==> src/rtl/obgr_pkg.sv <==
// Shared types, sizes and codes of the obstacle grid rasterizer.
// Used by every RTL file and the checker; depends on nothing.
package obgr_pkg;

    // Array and coordinate sizes
    localparam int MAX_COLS   = 64;
    localparam int MAX_ROWS   = 64;
    localparam int COORD_BITS = 16;

    localparam int MAX_DIM   = (MAX_COLS > MAX_ROWS) ? MAX_COLS : MAX_ROWS;
    localparam int COL_W     = (MAX_COLS > 1) ? $clog2(MAX_COLS) : 1;
    localparam int ROW_W     = (MAX_ROWS > 1) ? $clog2(MAX_ROWS) : 1;
    localparam int IDX_W     = (COL_W > ROW_W) ? COL_W : ROW_W;
    localparam int COL_CNT_W = $clog2(MAX_COLS + 1);
    localparam int ROW_CNT_W = $clog2(MAX_ROWS + 1);
    localparam int ADDR_W    = COL_W + ROW_W;
    localparam int MEM_DEPTH = 1 << ADDR_W;

    // doubled cell coordinates reach 2*MAX_DIM*cell_side
    localparam int P_W   = COORD_BITS + $clog2(MAX_DIM) + 1;
    localparam int SQ_W  = 2 * P_W;
    localparam int LIM_W = COORD_BITS + 1;

    // Commands
    localparam int CMD_W = 2;
    localparam logic [CMD_W-1:0] CMD_RECT   = 2'd0;
    localparam logic [CMD_W-1:0] CMD_CIRCLE = 2'd1;
    localparam logic [CMD_W-1:0] CMD_READ   = 2'd2;

    // Configuration registers
    localparam int CFG_IDX_W  = 2;
    localparam int CFG_CNT_W  = 7;
    localparam int CFG_DATA_W = (COORD_BITS > CFG_CNT_W) ? COORD_BITS : CFG_CNT_W;
    localparam logic [CFG_IDX_W-1:0] CFG_CELL_SIDE = 2'd0;
    localparam logic [CFG_IDX_W-1:0] CFG_COLS      = 2'd1;
    localparam logic [CFG_IDX_W-1:0] CFG_ROWS      = 2'd2;
    localparam logic [COORD_BITS-1:0] CELL_SIDE_RST = COORD_BITS'(16);
    localparam logic [CFG_CNT_W-1:0]  COLS_RST      = CFG_CNT_W'(64);
    localparam logic [CFG_CNT_W-1:0]  ROWS_RST      = CFG_CNT_W'(64);

    // Result count
    localparam int CNT_W = 13;
    localparam logic [CNT_W-1:0] COUNT_MAX = '1;

    // Distance unit token kinds
    localparam int TOK_W = 2;
    localparam logic [TOK_W-1:0] TOK_RADIUS = 2'd0;
    localparam logic [TOK_W-1:0] TOK_ROW    = 2'd1;
    localparam logic [TOK_W-1:0] TOK_COL    = 2'd2;

    // Stream payloads
    localparam int CELL_IDX_W = 6;
    localparam int IN_BITS    = CMD_W + 5 * COORD_BITS + 2 * CELL_IDX_W;
    localparam int IN_W       = ((IN_BITS + 7) / 8) * 8;
    localparam int OUT_BITS   = 1 + CNT_W;
    localparam int OUT_W      = ((OUT_BITS + 7) / 8) * 8;

    typedef struct packed {
        logic [CELL_IDX_W-1:0] cell_row;
        logic [CELL_IDX_W-1:0] cell_col;
        logic [COORD_BITS-1:0] circle_radius;
        logic [COORD_BITS-1:0] rect_height;
        logic [COORD_BITS-1:0] rect_width;
        logic [COORD_BITS-1:0] center_y;
        logic [COORD_BITS-1:0] center_x;
        logic [CMD_W-1:0]      cmd;
    } t_in_item;

    typedef struct packed {
        logic [CNT_W-1:0] cells_covered;
        logic             cell_occupied;
    } t_out_item;

    // Controller -> datapath
    typedef struct packed {
        logic              accept;
        logic              clr_we;
        logic [ADDR_W-1:0] clr_addr;
        logic              issue_radius;
        logic              issue_row;
        logic              issue_col;
        logic [IDX_W-1:0]  idx;
        logic              mem_rd;
        logic              out_load;
    } t_dp_cmd;

    // Datapath -> controller
    typedef struct packed {
        logic                 busy;
        logic                 out_free;
        logic [COL_CNT_W-1:0] ncols;
        logic [ROW_CNT_W-1:0] nrows;
    } t_dp_sts;

endpackage

==> src/rtl/obgr_ctrl.sv <==
// Sequencer of the obstacle grid rasterizer: clear pass, grid walk, read, result.
// Depends on obgr_pkg.
module obgr_ctrl import obgr_pkg::*; (
    input  logic         i_clk,
    input  logic         i_rst_n,
    input  logic         i_valid,
    input  logic [CMD_W-1:0] i_cmd,
    output logic         o_ready,
    output t_dp_cmd      o_ctl,
    input  t_dp_sts      i_sts
);

    localparam logic [2:0] ST_CLEAR  = 3'd0;
    localparam logic [2:0] ST_IDLE   = 3'd1;
    localparam logic [2:0] ST_RADIUS = 3'd2;
    localparam logic [2:0] ST_ROW    = 3'd3;
    localparam logic [2:0] ST_COL    = 3'd4;
    localparam logic [2:0] ST_DRAIN  = 3'd5;
    localparam logic [2:0] ST_READ   = 3'd6;
    localparam logic [2:0] ST_FINISH = 3'd7;

    logic [2:0]        r_state, n_state;
    logic [ADDR_W-1:0] r_clr, n_clr;
    logic [COL_W-1:0]  r_col, n_col;
    logic [ROW_W-1:0]  r_row, n_row;
    logic              accept;
    logic              last_col;
    logic              last_row;

    assign o_ready  = (r_state == ST_IDLE);
    assign accept   = i_valid && o_ready;
    assign last_col = (COL_CNT_W'(r_col) + COL_CNT_W'(1)) == i_sts.ncols;
    assign last_row = (ROW_CNT_W'(r_row) + ROW_CNT_W'(1)) == i_sts.nrows;

    always_comb begin
        n_state = r_state;
        n_clr   = r_clr;
        n_col   = r_col;
        n_row   = r_row;
        unique case (r_state)
            ST_CLEAR: begin
                n_clr = r_clr + ADDR_W'(1);
                if (r_clr == ADDR_W'(MEM_DEPTH - 1)) begin
                    n_state = ST_IDLE;
                end
            end
            ST_IDLE: begin
                if (accept) begin
                    unique case (i_cmd) inside
                        CMD_RECT, CMD_CIRCLE: begin
                            if (i_sts.ncols == '0 || i_sts.nrows == '0) begin
                                n_state = ST_FINISH;
                            end else begin
                                n_state = ST_RADIUS;
                            end
                        end
                        CMD_READ: n_state = ST_READ;
                        default:  n_state = ST_FINISH;
                    endcase
                end
            end
            ST_RADIUS: begin
                n_row   = '0;
                n_state = ST_ROW;
            end
            ST_ROW: begin
                n_col   = '0;
                n_state = ST_COL;
            end
            ST_COL: begin
                if (last_col) begin
                    if (last_row) begin
                        n_state = ST_DRAIN;
                    end else begin
                        n_row   = r_row + ROW_W'(1);
                        n_state = ST_ROW;
                    end
                end else begin
                    n_col = r_col + COL_W'(1);
                end
            end
            ST_DRAIN: begin
                if (!i_sts.busy) begin
                    n_state = ST_FINISH;
                end
            end
            ST_READ: n_state = ST_FINISH;
            ST_FINISH: begin
                if (i_sts.out_free) begin
                    n_state = ST_IDLE;
                end
            end
            default: n_state = ST_IDLE;
        endcase
    end

    always_ff @(posedge i_clk) begin
        if (!i_rst_n) begin
            r_state <= ST_CLEAR;
            r_clr   <= '0;
            r_col   <= '0;
            r_row   <= '0;
        end else begin
            r_state <= n_state;
            r_clr   <= n_clr;
            r_col   <= n_col;
            r_row   <= n_row;
        end
    end

    always_comb begin
        o_ctl.accept       = accept;
        o_ctl.clr_we       = (r_state == ST_CLEAR);
        o_ctl.clr_addr     = r_clr;
        o_ctl.issue_radius = (r_state == ST_RADIUS);
        o_ctl.issue_row    = (r_state == ST_ROW);
        o_ctl.issue_col    = (r_state == ST_COL);
        o_ctl.idx          = (r_state == ST_ROW) ? IDX_W'(r_row) : IDX_W'(r_col);
        o_ctl.mem_rd       = (r_state == ST_READ);
        o_ctl.out_load     = (r_state == ST_FINISH) && i_sts.out_free;
    end

endmodule

==> config.mk <==
export PLATFORM = sky130hd
export DESIGN_NAME = obgr_ctrl
export DESIGN_NICKNAME = d
export VERILOG_FILES = /design/src/rtl/obgr_pkg.sv /design/src/rtl/obgr_ctrl.sv
export SDC_FILE = /design/constraint.sdc
export NUM_CORES = 1
export LEC_CHECK = 0
export BUFFER_PORTS_ARGS = -buffer_cell sky130_fd_sc_hd__buf_2
export CAP_MARGIN = 5
export CORE_UTILIZATION = 40
export CTS_CLUSTER_SIZE = 16
export DETAILED_ROUTE_END_ITERATION = 8
export SYNTH_ARGS = -nofsm -noshare
export SYNTH_HDL_FRONTEND = slang
export SYNTH_SLANG_ARGS = --single-unit
==> constraint.sdc <==
create_clock -name i_clk -period 2.41 [get_ports i_clk]
set_input_delay 0.241 -clock i_clk [delete_from_list [all_inputs] [get_ports i_clk]]
set_output_delay 0.241 -clock i_clk [all_outputs]
set_load 0.005 [all_outputs]
==> results of run 1 <==
-- what timing repair did --
item	in CTS	in global routing
resized for setup	0	4
buffers inserted	0	0
setup endpoints to repair	0	10
endpoints found under the hold margin	0	0
-- per-stage QoR --
step	total power [mW]	setup WS [ns]	hold slack (ns)
3_3_place_gp	0.547	0.146	0.496
2_1_floorplan	0.507	0.226	0.359
5_1_grt	0.847	0.0239	0.216
4_1_cts	0.816	0.0645	0.199
3_5_place_dp	0.548	0.0855	0.495
6_report	0.805	0.130	0.208
-- registers in the layout, indices dropped and copies added (netlist names) --
name and cells:
r_clr 12, r_col 6, r_row 6, r_state 3
-- how the worst min path moves through the flow --
stage | from | endpoint | cells after the start
6_report | i_rst_n | r_col[1]$_SDFFE_PN0P_ | 2
5_1_grt | i_rst_n | r_col[1]$_SDFFE_PN0P_ | 2
4_1_cts | i_rst_n | r_col[1]$_SDFFE_PN0P_ | 2
3_5_place_dp | i_rst_n | r_col[1]$_SDFFE_PN0P_ | 2
3_3_place_gp | i_rst_n | r_col[1]$_SDFFE_PN0P_ | 2
2_1_floorplan | i_rst_n | r_col[1]$_SDFFE_PN0P_ | 1
-- power groups by stage --
| stage | combinational (mW) | clock [mW] | sequential, mW |
|---|---|---|---|
| 3_5_place_dp | 0.0828 | 0 | 0.466 |
| 3_3_place_gp | 0.0820 | 0 | 0.465 |
| 5_1_grt | 0.0919 | 0.299 | 0.456 |
| 6_report | 0.0830 | 0.267 | 0.455 |
| 4_1_cts | 0.0832 | 0.277 | 0.456 |
| 2_1_floorplan | 0.0420 | 0 | 0.465 |
-- kinds of logic after synthesis --
family                   synth area share
AO/OA/AOI/OAI                       0.226
XOR/XNOR                            0.121
adder cells (fa/ha/maj)            0.0192
buffers and inverters              0.0724
flip-flops                          0.277
multiplexers                       0.0160
AND/OR/NAND/NOR                     0.268
-- layer usage --
layer | wire (um) | GRT usage
met5 | 0 | 0
met1 | 2400 | 0.275
met4 | 50 | 0.0523
met2 | 2100 | 0.299
met3 | 256 | 0.0380
-- cell type report --
| type | instances | area, sq um | area share |
|---|---|---|---|
| Clock buffer | 3 | 41.3 | 0.0174 |
| Tap cell | 67 | 83.8 | 0.0352 |
| Inverter | 13 | 51.3 | 0.0216 |
| Timing Repair Buffer | 66 | 380 | 0.160 |
| Sequential cell | 27 | 543 | 0.228 |
| Clock inverter | 1 | 5.00 | 0.00210 |
| Multi-Input combinational cell | 187 | 1270 | 0.536 |
-- layout by cell type (no fill, tap or decap), drive strengths merged, types with 7 or more instances in the layout --
cell type	synthesis	final
nand4	12	12
buf	10	66
nor2	21	21
o211ai	11	11
inv	12	12
xnor2	12	12
nand3	16	16
and3	7	7
nand2	11	11
dfxtp	27	27
o21ai	14	14
a21oi	11	11
xor2	15	15
-- worst max-delay path, cell delays in order (launching register included) --
cell and delay [ns]:
dfxtp_1 0.47, nand4_1 0.18, or3_1 0.42, a2111oi_4 0.37, and3_2 0.33, buf_4 0.17
o2111ai_1 0.10, a31oi_1 0.17
==> impl_metrics.csv, run 1 <==
group,metric,value,unit
outcome,status,"finished clean",
timing,fin_crit_sh,0.946,
pwr,switching_share,0.249,
synthesis,synth_cells,242,
final_layout,finalNonFillerCells,364,
timing,fin_skew,0.00566,ns
final_layout,fillers,482,
timing,rsz0062_at_grt,"no",
drt,num_vias,1954,
clock_tree,h-tree-depth,1,
pwr,p_int,0.605,mW
timing,setup_viol,0,
synthesis,yosysWarnings,0,
synthesis,async_flop_share,0,
clock_tree,clk-insertion-delay-late,0.28,ns
synthesis,synth_edf_count,0,
critical_path,path_max_fanout,8,
pwr,pwr-share-seq,0.565,
global_routing,antenna_found_initial,0,
final_layout,drive_gt1_frac,0.300,
drt,dr.first_iter.drc_count,150,
placement,dp_cells,360,
timing,relSlewSlack,0.641,
synthesis,synth_area_leader_cell,"dfxtp_1",
timing,hold_viol_final,0,
pwr,p_per_area,339,mW/mm^2
global_routing,grt_max_degree,21,
drt,wl_per_cell,13.2,um
placement,place_area,0.00233,sq mm
synthesis,syn_area_per_cell,8.07,sq um
final_layout,final_util,0.504,
timing,fin_crit,2.28,ns
global_routing,grt_overflow_total,0,
critical_path,critPathCapture,"r_state[1]$_SDFFE_PN0P_",
critical_path,endpoint_kind,"register",
synthesis,synth_top_area_frac,0.277,
synthesis,yosysMostFrequentCell,"dfxtp_1",
floorplanning,die-area,0.00516,sq mm
synthesis,syn-num-nets,266,
flow_run,cap_viol_max_count,0,
drt,ant_nets,0,
timing,slew_viol_final,0,
floorplanning,io_pins,47,
pwr,p_leak,1.03,nW
timing,finalSetupTns,0,ns
synthesis,syn_area,0.00195,sq mm
synthesis,synth_seq_cells,27,
drt,drc,0,
critical_path,r2r-end,"r_state[1]$_SDFFE_PN0P_",
final_layout,antenna_cells,0,
critical_path,startpoint,"r_col[0]$_SDFFE_PN0P_",
clock_tree,cts.sinks,27,
floorplanning,die_w,71.9,um
clock_tree,clk_path_buf_depth,2,
critical_path,r2r_cells,7,
floorplanning,die_h,71.9,um
pwr,pwr-share-comb,0.103,
drt,via_per_inst,5.37,
timing,fmaxAchievable,439,MHz
global_routing,grt_pass1_vias,1713,
critical_path,rrSetupSlack,0.13,ns
floorplanning,core-area,0.00472,sq mm
synthesis,yosysSeqAreaShare,0.277,
synthesis,synth_area_leaders,"dfxtp_1, xor2_1, xnor2_1",
synthesis,synth_flop_cell,"dfxtp_1",
final_layout,final_nets,322,
pwr,p_switching,0.201,mW
floorplanning,rows,25,
placement,numPortBuffers,46,
clock_tree,cts_hold_buf,0,
critical_path,worstSetupPathType,"register to register",
drt,dr.pass1.iters,4,
synthesis,ys_top_cells_by_count,"dfxtp_1, nor2_1, nand3_1, xor2_1",
clock_tree,cts_buffers,3,
placement,dp_hpwl,3.64,mm
critical_path,startpoint_type,"register",
worst_hold_path,min_path_type,"input port to register",
final_layout,design_area,0.00238,sq mm
floorplanning,start_util,0.413,
drt,drt-total-wl,4.81,mm
pwr,pwr-share-clk,0.332,
clock_tree,cts_tree,"done",
pwr,peakVddDrop,302,uV
critical_path,reg2reg_from,"r_col[0]$_SDFFE_PN0P_",
timing,worstMarginPinSlew,0.537,ns
global_routing,grt_first_pass_wirelength,7.97,mm
final_layout,syn_to_final_growth,21.9,%
synthesis,yosysUniqueCellTypes,56,
global_routing,track_usage,0.194,
critical_path,worstPathArrival,2.49,ns
critical_path,cp.required,2.62,ns
clock_tree,clkTransAtPathRegs,0.10,ns
clock_tree,cts_root_buf,"clkbuf_8",
placement,gp_congestion,0.783,
Note: power is estimated with default switching activity, not from simulation.
==> run 2, diff against run 1 <==
--- a/config.mk
+++ b/config.mk
@@ -8,6 +8,7 @@
 export BUFFER_PORTS_ARGS = -buffer_cell sky130_fd_sc_hd__buf_2
 export CAP_MARGIN = 5
 export CORE_UTILIZATION = 40
+export CTS_BUF_LIST = sky130_fd_sc_hd__clkbuf_16
 export CTS_CLUSTER_SIZE = 16
 export DETAILED_ROUTE_END_ITERATION = 8
 export SYNTH_ARGS = -nofsm -noshare
==> run 2 against run 1 <==
Critical path type unchanged. Maximum frequency grew 1.7%. Combinational power is essentially flat. Utilization grew 0.74 points. Cell area grew 1.5%. Wire length grew 1.1%. Sequential power is essentially flat. Clock power grew 46%.
==> impl_metrics.csv, run 2 (synthesized netlist as in run 1, its figures left out) <==
group,metric,value,unit
outcome,status,"finished clean",
global_routing,grt_first_pass_wirelength,8.11,mm
drt,drc,0,
final_layout,top_register,"r_clr",
pwr,peakVddDrop,453,uV
final_layout,multi_input_area,0.00127,sq mm
drt,num_vias,1956,
global_routing,grt_max_degree,21,
timing,fin_ws,0.169,ns
clock_tree,cts.sinks,27,
global_routing,antenna_found_initial,0,
clock_tree,cts_root_buf,"clkbuf_16",
global_routing,use_met1,0.284,
critical_path,worstPathArrival,2.43,ns
timing,relSlewSlack,0.649,
drt,drt-total-wl,4.86,mm
worst_hold_path,hold_end,"r_col[1]$_SDFFE_PN0P_",
final_layout,final_cell_mix,"buf_2, dfxtp_1, nor2_1",
placement,numPortBuffers,46,
floorplanning,die-area,0.00516,sq mm
clock_tree,cts_tree,"done",
floorplanning,die_w,71.9,um
critical_path,startpoint_type,"register",
clock_tree,clk_path_buf_depth,2,
placement,dp_cells,360,
drt,dr.pass1.iters,6,
floorplanning,core-area,0.00472,sq mm
clock_tree,h-tree-depth,1,
final_layout,final_common_cell,"buf_2",
final_layout,syn_to_final_growth,23.7,%
pwr,fin_total_pwr,0.928,mW
placement,dp_slack,0.0855,ns
global_routing,grt_overflow_total,0,
global_routing,grt_pass1_vias,1714,
clock_tree,cts_buffers,3,
timing,worst_hold_slack,0.220,ns
global_routing,use_met2,0.305,
timing,fin_skew,0.000745,ns
timing,fmaxAchievable,446,MHz
global_routing,track_usage,0.198,
final_layout,final_util,0.511,
floorplanning,rows,25,
pwr,p_leak,1.04,nW
critical_path,slowest_delay,0.49,ns
timing,hold_viol_final,0,
drt,dr.first_iter.drc_count,190,
clock_tree,clkTransAtPathRegs,0.07,ns
drt,via_per_inst,5.37,
final_layout,design_area,0.00241,sq mm
final_layout,final_nets,322,
final_layout,drive_gt1_frac,0.303,
critical_path,slowest_stage,"a311o_2",
floorplanning,io_pins,47,
critical_path,cp.required,2.60,ns
clock_tree,cts_hold_buf,0,
worst_hold_path,worstHoldStart,"i_rst_n",
final_layout,antenna_cells,0,
final_layout,finalNonFillerCells,364,
critical_path,r2r_cells,6,
final_layout,largest_register_ffs,12,
timing,fin_crit,2.24,ns
worst_hold_path,min_path_type,"input port to register",
clock_tree,clk-insertion-delay-late,0.26,ns
flow_run,cap_viol_max_count,0,
final_layout,fillers,476,
critical_path,rrSetupSlack,0.17,ns
timing,slew_viol_final,0,
global_routing,use_met3,0.0366,
critical_path,path_max_fanout,5,
pwr,p_per_area,384,mW/mm^2
timing,rsz0062_at_grt,"no",
critical_path,worstSetupPathType,"register to register",
placement,dp_hpwl,3.64,mm
timing,fin_crit_sh,0.930,
critical_path,path_cells,"nand2_4 -> or3_1 -> a211o_1 -> a221o_1 -> a311o_2 -> mux2i_1",
critical_path,reg2reg_from,"r_row[4]$_SDFFE_PN0P_",
placement,place_area,0.00233,sq mm
floorplanning,die_h,71.9,um
timing,setup_viol,0,
final_layout,final-seq-area,544,sq um
drt,ant_nets,0,
drt,wl_per_cell,13.3,um
timing,finalSetupTns,0,ns
global_routing,busiest_layer,"met2",
worst_hold_path,holdPathStages,2,
final_layout,top_regs,"r_clr: 12 flops, r_col: 6 flops, r_row: 6 flops",
placement,gp_congestion,0.783,
floorplanning,start_util,0.413,
critical_path,r2r-end,"r_row[0]$_SDFFE_PN0P_",
timing,worstMarginPinSlew,0.524,ns
critical_path,endpoint_kind,"register",
run 2: cell count changes in the layout (fill, tap and decap cells not counted):
cell,delta
dfxtp_2,+1
clkbuf_8,-3
clkbuf_16,+3
dfxtp_1,-1
run 2: where the power goes:
| group | leakage (nW) | switching, mW | internal (mW) |
|---|---|---|---|
| Combinational | 0.781 | 0.0442 | 0.0386 |
| Sequential | 0.220 | 0.00494 | 0.450 |
| Clock | 0.0409 | 0.166 | 0.224 |
| Total | 1.04 | 0.215 | 0.713 |
run 2: worst max-delay path: cells and delay by family, from the launching register on:
| kind | cells | cell delay [ns] |
|---|---|---|
| compound gates | 3 | 1.18 |
| mux | 1 | 0.15 |
| flops | 1 | 0.44 |
| simple gates | 2 | 0.40 |
run 2: what timing repair did:
item                       CTS  global route
gates resized for setup      0             5
setup endpoints to repair    0            13
setup buffers                0             0
run 2: layout make-up:
class,count,area share
multi-input combinational,187,0.528
sequential,27,0.226
timing repair buffer,66,0.158
tap,67,0.0347
clock buffer,3,0.0311
inverter,13,0.0213
clock inverter,1,0.00207
run 2: worst max-delay path by stage:
stage	start	endpoint	slack, ns	cells past startpoint
after floorplan	r_row[0]$_SDFFE_PN0P_	r_row[1]$_SDFFE_PN0P_	0.23	7
after global placement	r_col[0]$_SDFFE_PN0P_	r_row[0]$_SDFFE_PN0P_	0.15	6
after detailed placement	r_col[0]$_SDFFE_PN0P_	r_row[0]$_SDFFE_PN0P_	0.09	6
after CTS	r_col[0]$_SDFFE_PN0P_	r_row[0]$_SDFFE_PN0P_	0.04	6
after global routing	r_row[0]$_SDFFE_PN0P_	r_row[0]$_SDFFE_PN0P_	0.04	7
final	r_row[4]$_SDFFE_PN0P_	r_row[0]$_SDFFE_PN0P_	0.17	6
run 2: per-layer routing:
metal	vias up	wire [um]
li1	993	-
met5	-	0
met2	57	2140
met1	901	2440
met4	0	47
met3	5	223
